**src/sv/gelu_pkg.sv**
```systemverilog
// Constants, types and helper functions for the GELU activation pipeline.
// No dependencies; used by every module of the block except gelu_chk.
package gelu_pkg;

	localparam int HORNER_TERMS = 7;
	localparam int HRN_STAGES   = 2 * HORNER_TERMS;
	localparam int QUO_W        = 31;

	localparam logic [30:0] ONE_Q30   = 31'h4000_0000;
	localparam logic [19:0] COEFF_Q24 = 20'd750193;
	localparam logic [23:0] K_Q24     = 24'd13386282;
	localparam logic [23:0] LN2_Q24   = 24'd11629080;
	localparam logic [27:0] ZMAX_Q24  = 28'd134217728;

	typedef struct packed {
		logic        neg;
		logic [16:0] mag;
		logic        last;
	} side_t;

	// ceil(2^33 / k): exact floor division by k for any 30-bit dividend.
	function automatic logic [33:0] recip_k(input logic [2:0] k);
		logic [33:0] r;
		case (k)
			3'd1:    r = 34'd8589934592;
			3'd2:    r = 34'd4294967296;
			3'd3:    r = 34'd2863311531;
			3'd4:    r = 34'd2147483648;
			3'd5:    r = 34'd1717986919;
			3'd6:    r = 34'd1431655766;
			3'd7:    r = 34'd1227133514;
			default: r = '0;
		endcase
		return r;
	endfunction

endpackage

```
**src/sv/gelu_div.sv**
```systemverilog
// Pipelined restoring divider computing floor(2^60 / dvs), one quotient bit
// per stage, which is the logistic term in Q.30. Depends on gelu_pkg.
module gelu_div (
	input  logic                        clk,
	input  logic                        arst_n,
	input  logic                        en,
	input  logic                        src_vld,
	input  logic [31:0]                 dvs,
	input  gelu_pkg::side_t             src_side,
	output logic                        res_vld,
	output logic [gelu_pkg::QUO_W-1:0]  quo,
	output gelu_pkg::side_t             res_side
);
	import gelu_pkg::*;

	localparam logic [31:0] REM_INIT = 32'(ONE_Q30) >> 1;

	logic             vld_s  [QUO_W];
	side_t            side_s [QUO_W];
	logic [31:0]      dvs_s  [QUO_W];
	logic [31:0]      rem_s  [QUO_W];
	logic [QUO_W-1:0] quo_s  [QUO_W];

	for (genvar i = 0; i < QUO_W; i++) begin : g_bit
		logic             vld_in;
		side_t            side_in;
		logic [31:0]      dvs_in;
		logic [31:0]      rem_in;
		logic [QUO_W-1:0] quo_in;
		logic [32:0]      shf;
		logic [32:0]      dif;
		logic             ge;
		logic [31:0]      rem_d;
		logic [QUO_W-1:0] quo_d;

		if (i == 0) begin : g_first
			assign vld_in  = src_vld;
			assign side_in = src_side;
			assign dvs_in  = dvs;
			assign rem_in  = REM_INIT;
			assign quo_in  = '0;
		end else begin : g_next
			assign vld_in  = vld_s[i-1];
			assign side_in = side_s[i-1];
			assign dvs_in  = dvs_s[i-1];
			assign rem_in  = rem_s[i-1];
			assign quo_in  = quo_s[i-1];
		end

		assign shf   = {rem_in, 1'b0};
		assign dif   = shf - {1'b0, dvs_in};
		assign ge    = shf >= {1'b0, dvs_in};
		assign rem_d = ge ? dif[31:0] : shf[31:0];

		always_comb begin
			quo_d              = quo_in;
			quo_d[QUO_W-1-i]   = ge;
		end

		always_ff @(posedge clk or negedge arst_n) begin
			if (!arst_n) begin
				vld_s[i] <= 1'b0;
			end else if (en) begin
				vld_s[i] <= vld_in;
			end
		end

		always_ff @(posedge clk) begin
			if (en) begin
				side_s[i] <= side_in;
				dvs_s[i]  <= dvs_in;
				rem_s[i]  <= rem_d;
				quo_s[i]  <= quo_d;
			end
		end
	end

	assign res_vld  = vld_s[QUO_W-1];
	assign quo      = quo_s[QUO_W-1];
	assign res_side = side_s[QUO_W-1];

endmodule

```
**config.mk**
```make
export PLATFORM = sky130hd
export DESIGN_NAME = gelu_div
export DESIGN_NICKNAME = d
export VERILOG_FILES = /design/src/sv/gelu_pkg.sv /design/src/sv/gelu_div.sv
export SDC_FILE = /design/constraint.sdc
export NUM_CORES = 2
export LEC_CHECK = 0
export BUFFER_PORTS_ARGS = -buffer_cell sky130_fd_sc_hd__buf_2
export CORE_ASPECT_RATIO = 0.6
export CORE_MARGIN = 2
export CORE_UTILIZATION = 48
export DETAILED_ROUTE_END_ITERATION = 6
export PLACE_DENSITY_LB_ADDON = 0.12
export REMOVE_ABC_BUFFERS = 1
export SLEW_MARGIN = 40
export SYNTH_ARGS = -nofsm -noshare
export SYNTH_HDL_FRONTEND = slang
export SYNTH_SLANG_ARGS = --single-unit
```
**constraint.sdc**
```tcl
create_clock -name clk -period 9.4 [get_ports clk]
set_clock_uncertainty 0.2 [all_clocks]
set_input_delay 0.47 -clock clk [delete_from_list [all_inputs] [get_ports clk]]
set_output_delay 0.47 -clock clk [all_outputs]
set_load 0.005 [all_outputs]
```
==> metrics.md <==
| Metric | Value |
|---|---|
| Run status | completed |
| Worst setup path end | rem_s[24][4]$_DFFE_PP_ |
| Post-Syn Instances | 12.3k |
| H-Tree Depth | 5 |
| Buffers added on ports | 105 |
| Skew-Pair Late Insertion Delay | 910 ps |
| Cts hold-fix bufs | 63 |
| Min Clock Period, post-route | 5650 ps |
| First-pass GRT wire length | 581000 µm |
| Drt wl/cell | 22.7 µm |
| Core region area | 0.314 mm² |
| Main synth FF type | edfxtp_1 |
| # IOs | 106 |
| Clock Tree Root | clkbuf_16 |
| R2r setup slk | 3750 ps |
| Worst vdd ir | 0.164 mV |
| Flop pwr share | 0.359 |
| Netlist cell types | 90 |
| Max FO, Critical Path | 33 |
| Final Hold Fails | 0 |
| Critical path class | flop to flop |
| Setup TNS | 0 ps |
| Placer congestion estimate | 0.946 |
| R2R cell count | 14 |
| Vias in the first global route | 90.2k |
| Final period util | 0.601 |
| Die span in x | 730 µm |
| Slew @ Worst Pin | 964 ps |
| Initial antenna violation count | 25 |
| Clock tree sinks | 3036 |
| Total global-route track usage | 0.237 |
| CTS Buffer Depth | 4 |
| Yosys top cell area share | 0.595 |
| Via count | 97.7k |
| Pre-antenna DRT Iters | 6 |
| Layout cells sized above 1 | 0.0885 |
| Largest net degree at the start of global routing | 169 |
| Starting Density | 0.484 |
| Endpoint class of the critical path | flop |
| Ys async rst share | 0.0102 |
| EDFF count, synth | 3005 |
| Post-synthesis sequential area ratio | 0.600 |
| CP Data Arrival Time | 6080 ps |
| DP HPWL | 291000 µm |
| Max Slew Vio Count | 0 |
| Largest cells by area after synthesis | edfxtp_1 (59%), ha_1 (7.9%), inv_1 (3.0%) |
| Switching power | 22.6 mW |
| CTS Buf Count | 305 |
| Fin nets | 13.6k |
| Max cap viols | 0 |
| Relative slew margins | 0.350 |
| Switching share of power | 0.384 |
| R2R Path Start | dvs_s[1][226]$_DFFE_PP_ |
| Syn Std Cell Area | 0.152 mm² |
| Reg clk slew, reported paths | 60 ps |
| R2R Path End | rem_s[24][4]$_DFFE_PP_ |
| Dominant cell type by area after synthesis | edfxtp_1 |
| Startpoint Class | flop |
| Avg Inst Size Synth | 12.3 µm² |
| Pwr dens | 350 mW/mm² |
| Combinational Power Share | 0.433 |
| Chip height | 439 µm |
| First DRT Iteration DRCs | 11.8k |
| Synth top cells by count | edfxtp_1 (3005), inv_1 (1195), ha_1 (960) |
| Share of total power in the clock network | 0.207 |
| RSZ-0062 raised after global routing | no |
| Detailed Route WL | 387000 µm |
| DRC viols | 0 |
| CTS tree | yes |
| Ys Warns | 0 |
| Total design power | 58.9 mW |
| Worst min path class | input port to flop |
| Resize count post-CTS | 0 |
| Most frequent cell after synthesis | edfxtp_1 |
| ANT nets after route | 0 |
| Total setup buffers inserted after CTS | 0 |
| Fmax | 177 MHz |
| Number of synthesized register bits | 3036 |
| FP Rows | 159 |
| Via density | 5.74 |
| Die area | 0.321 mm² |
| Pint | 36.3 mW |
| Grt ovf | 0 |
| Worst Setup SP | dvs_s[1][226]$_DFFE_PP_ |
| Final setup fails | 0 |
| Leak Pwr | 67.1 nW |
| Syn-to-layout area delta | 11.0% |
| CP required | 9820 ps |
## stage by stage
| step | utilization | hold WS (ps) | area, µm² | cells | worst slack [ps] |
|---|---|---|---|---|---|
| after floorplan | - | -25.6 | 151000 | 12000 | 2510 |
| after global placement | 0.502 | 200 | 157000 | 16400 | 3590 |
| after detailed placement | 0.503 | 205 | 158000 | 16400 | 4010 |
| after CTS | 0.536 | 4.70 | 168000 | 17000 | 4000 |
| after global routing | 0.537 | 26.5 | 168000 | 17000 | 3600 |
| final | 0.537 | 79.0 | 168000 | 17000 | 3750 |
## worst max-delay path, cell delays in order (launching register included)
cell and delay [ps]:
edfxtp_1 410, inv_1 80, ha_1 270, nand3_1 630
o21bai_1 330, a31oi_1 200, o21a_1 260, a32oi_1 560
o31ai_2 290, a211oi_1 610, or2_2 270, o41ai_2 140
a31oi_4 200, buf_4 460, mux2_2 400
## cell usage in the layout (no fill, tap or decap), types with 149 or more instances in the layout
cell type and count:
edfxtp_1 3005, inv_1 1195, ha_1 960, a21oi_1 884
nand2_1 859, o21ai_0 772, nor2_1 617, a21o_1 510
xnor2_1 442, xor2_1 367, mux2_2 351, clkbuf_16 312
nand3_1 194, nand4_1 150, nand2b_1 149
## metal layers
metal | track usage | part of all wire | up-vias
li1 | - | - | 45900
met1 | 0.428 | 0.55 | 47600
met2 | 0.266 | 0.33 | 3785
met3 | 0.0658 | 0.10 | 431
met4 | 0.0378 | 0.014 | 14
met5 | 0 | 0.00022 | -
## state kept, by name (all words and copies together) (netlist names)
register and count:
dvs_s 960, side_s 589, res_vld 1, quo_s 496, g_bit.vld_in 30, rem_s 960
## how the worst min path moves through the flow
| stage | from | end | slack, ps | depth (start not counted) |
|---|---|---|---|---|
| 2_1_floorplan | arst_n | g_bit[10].vld_in$_DFFE_PN0P_ | -30 | 0 |
| 3_3_place_gp | side_s[11][4]$_DFFE_PP_ | side_s[12][4]$_DFFE_PP_ | 200 | 0 |
| 3_5_place_dp | quo_s[1][59]$_DFFE_PP_ | quo_s[1][90]$_DFFE_PP_ | 200 | 0 |
| 4_1_cts | src_side[10] | side_s[0][10]$_DFFE_PP_ | 5 | 2 |
| 5_1_grt | src_side[2] | side_s[0][2]$_DFFE_PP_ | 30 | 2 |
| 6_report | src_side[10] | side_s[0][10]$_DFFE_PP_ | 80 | 2 |
## power by group through the flow
stage,sequential [mW],clock [mW],combinational [mW]
2_1_floorplan,20.4,0,17.7
3_5_place_dp,21.4,0,24.6
5_1_grt,21.4,13.1,27.9
4_1_cts,21.1,12.6,24.8
3_3_place_gp,21.4,0,24.2
6_report,21.2,12.2,25.5
## kinds of logic after synthesis
group,count (synthesis),synth area share
adders and majority gates,989,0.0830
buffers and inverters,1472,0.0369
xor gates and xnor gates,809,0.0467
muxes,368,0.0272
AOI/OAI and AO/OA,3037,0.125
and+or+nand+nor,2591,0.0812
DFF,3036,0.600
## area by class of cell
cell class	count	area, µm²
inverters	1198	4500
repair buffers	268	2300
fillers	26100	145000
diodes	6	15.0
clock inverters	191	1850
multi-input cells	7794	55500
flip-flops and latches	3036	91000
well taps	4186	5240
clock buffers	351	7950
No activity file was read; power rests on OpenSTA's default activity.
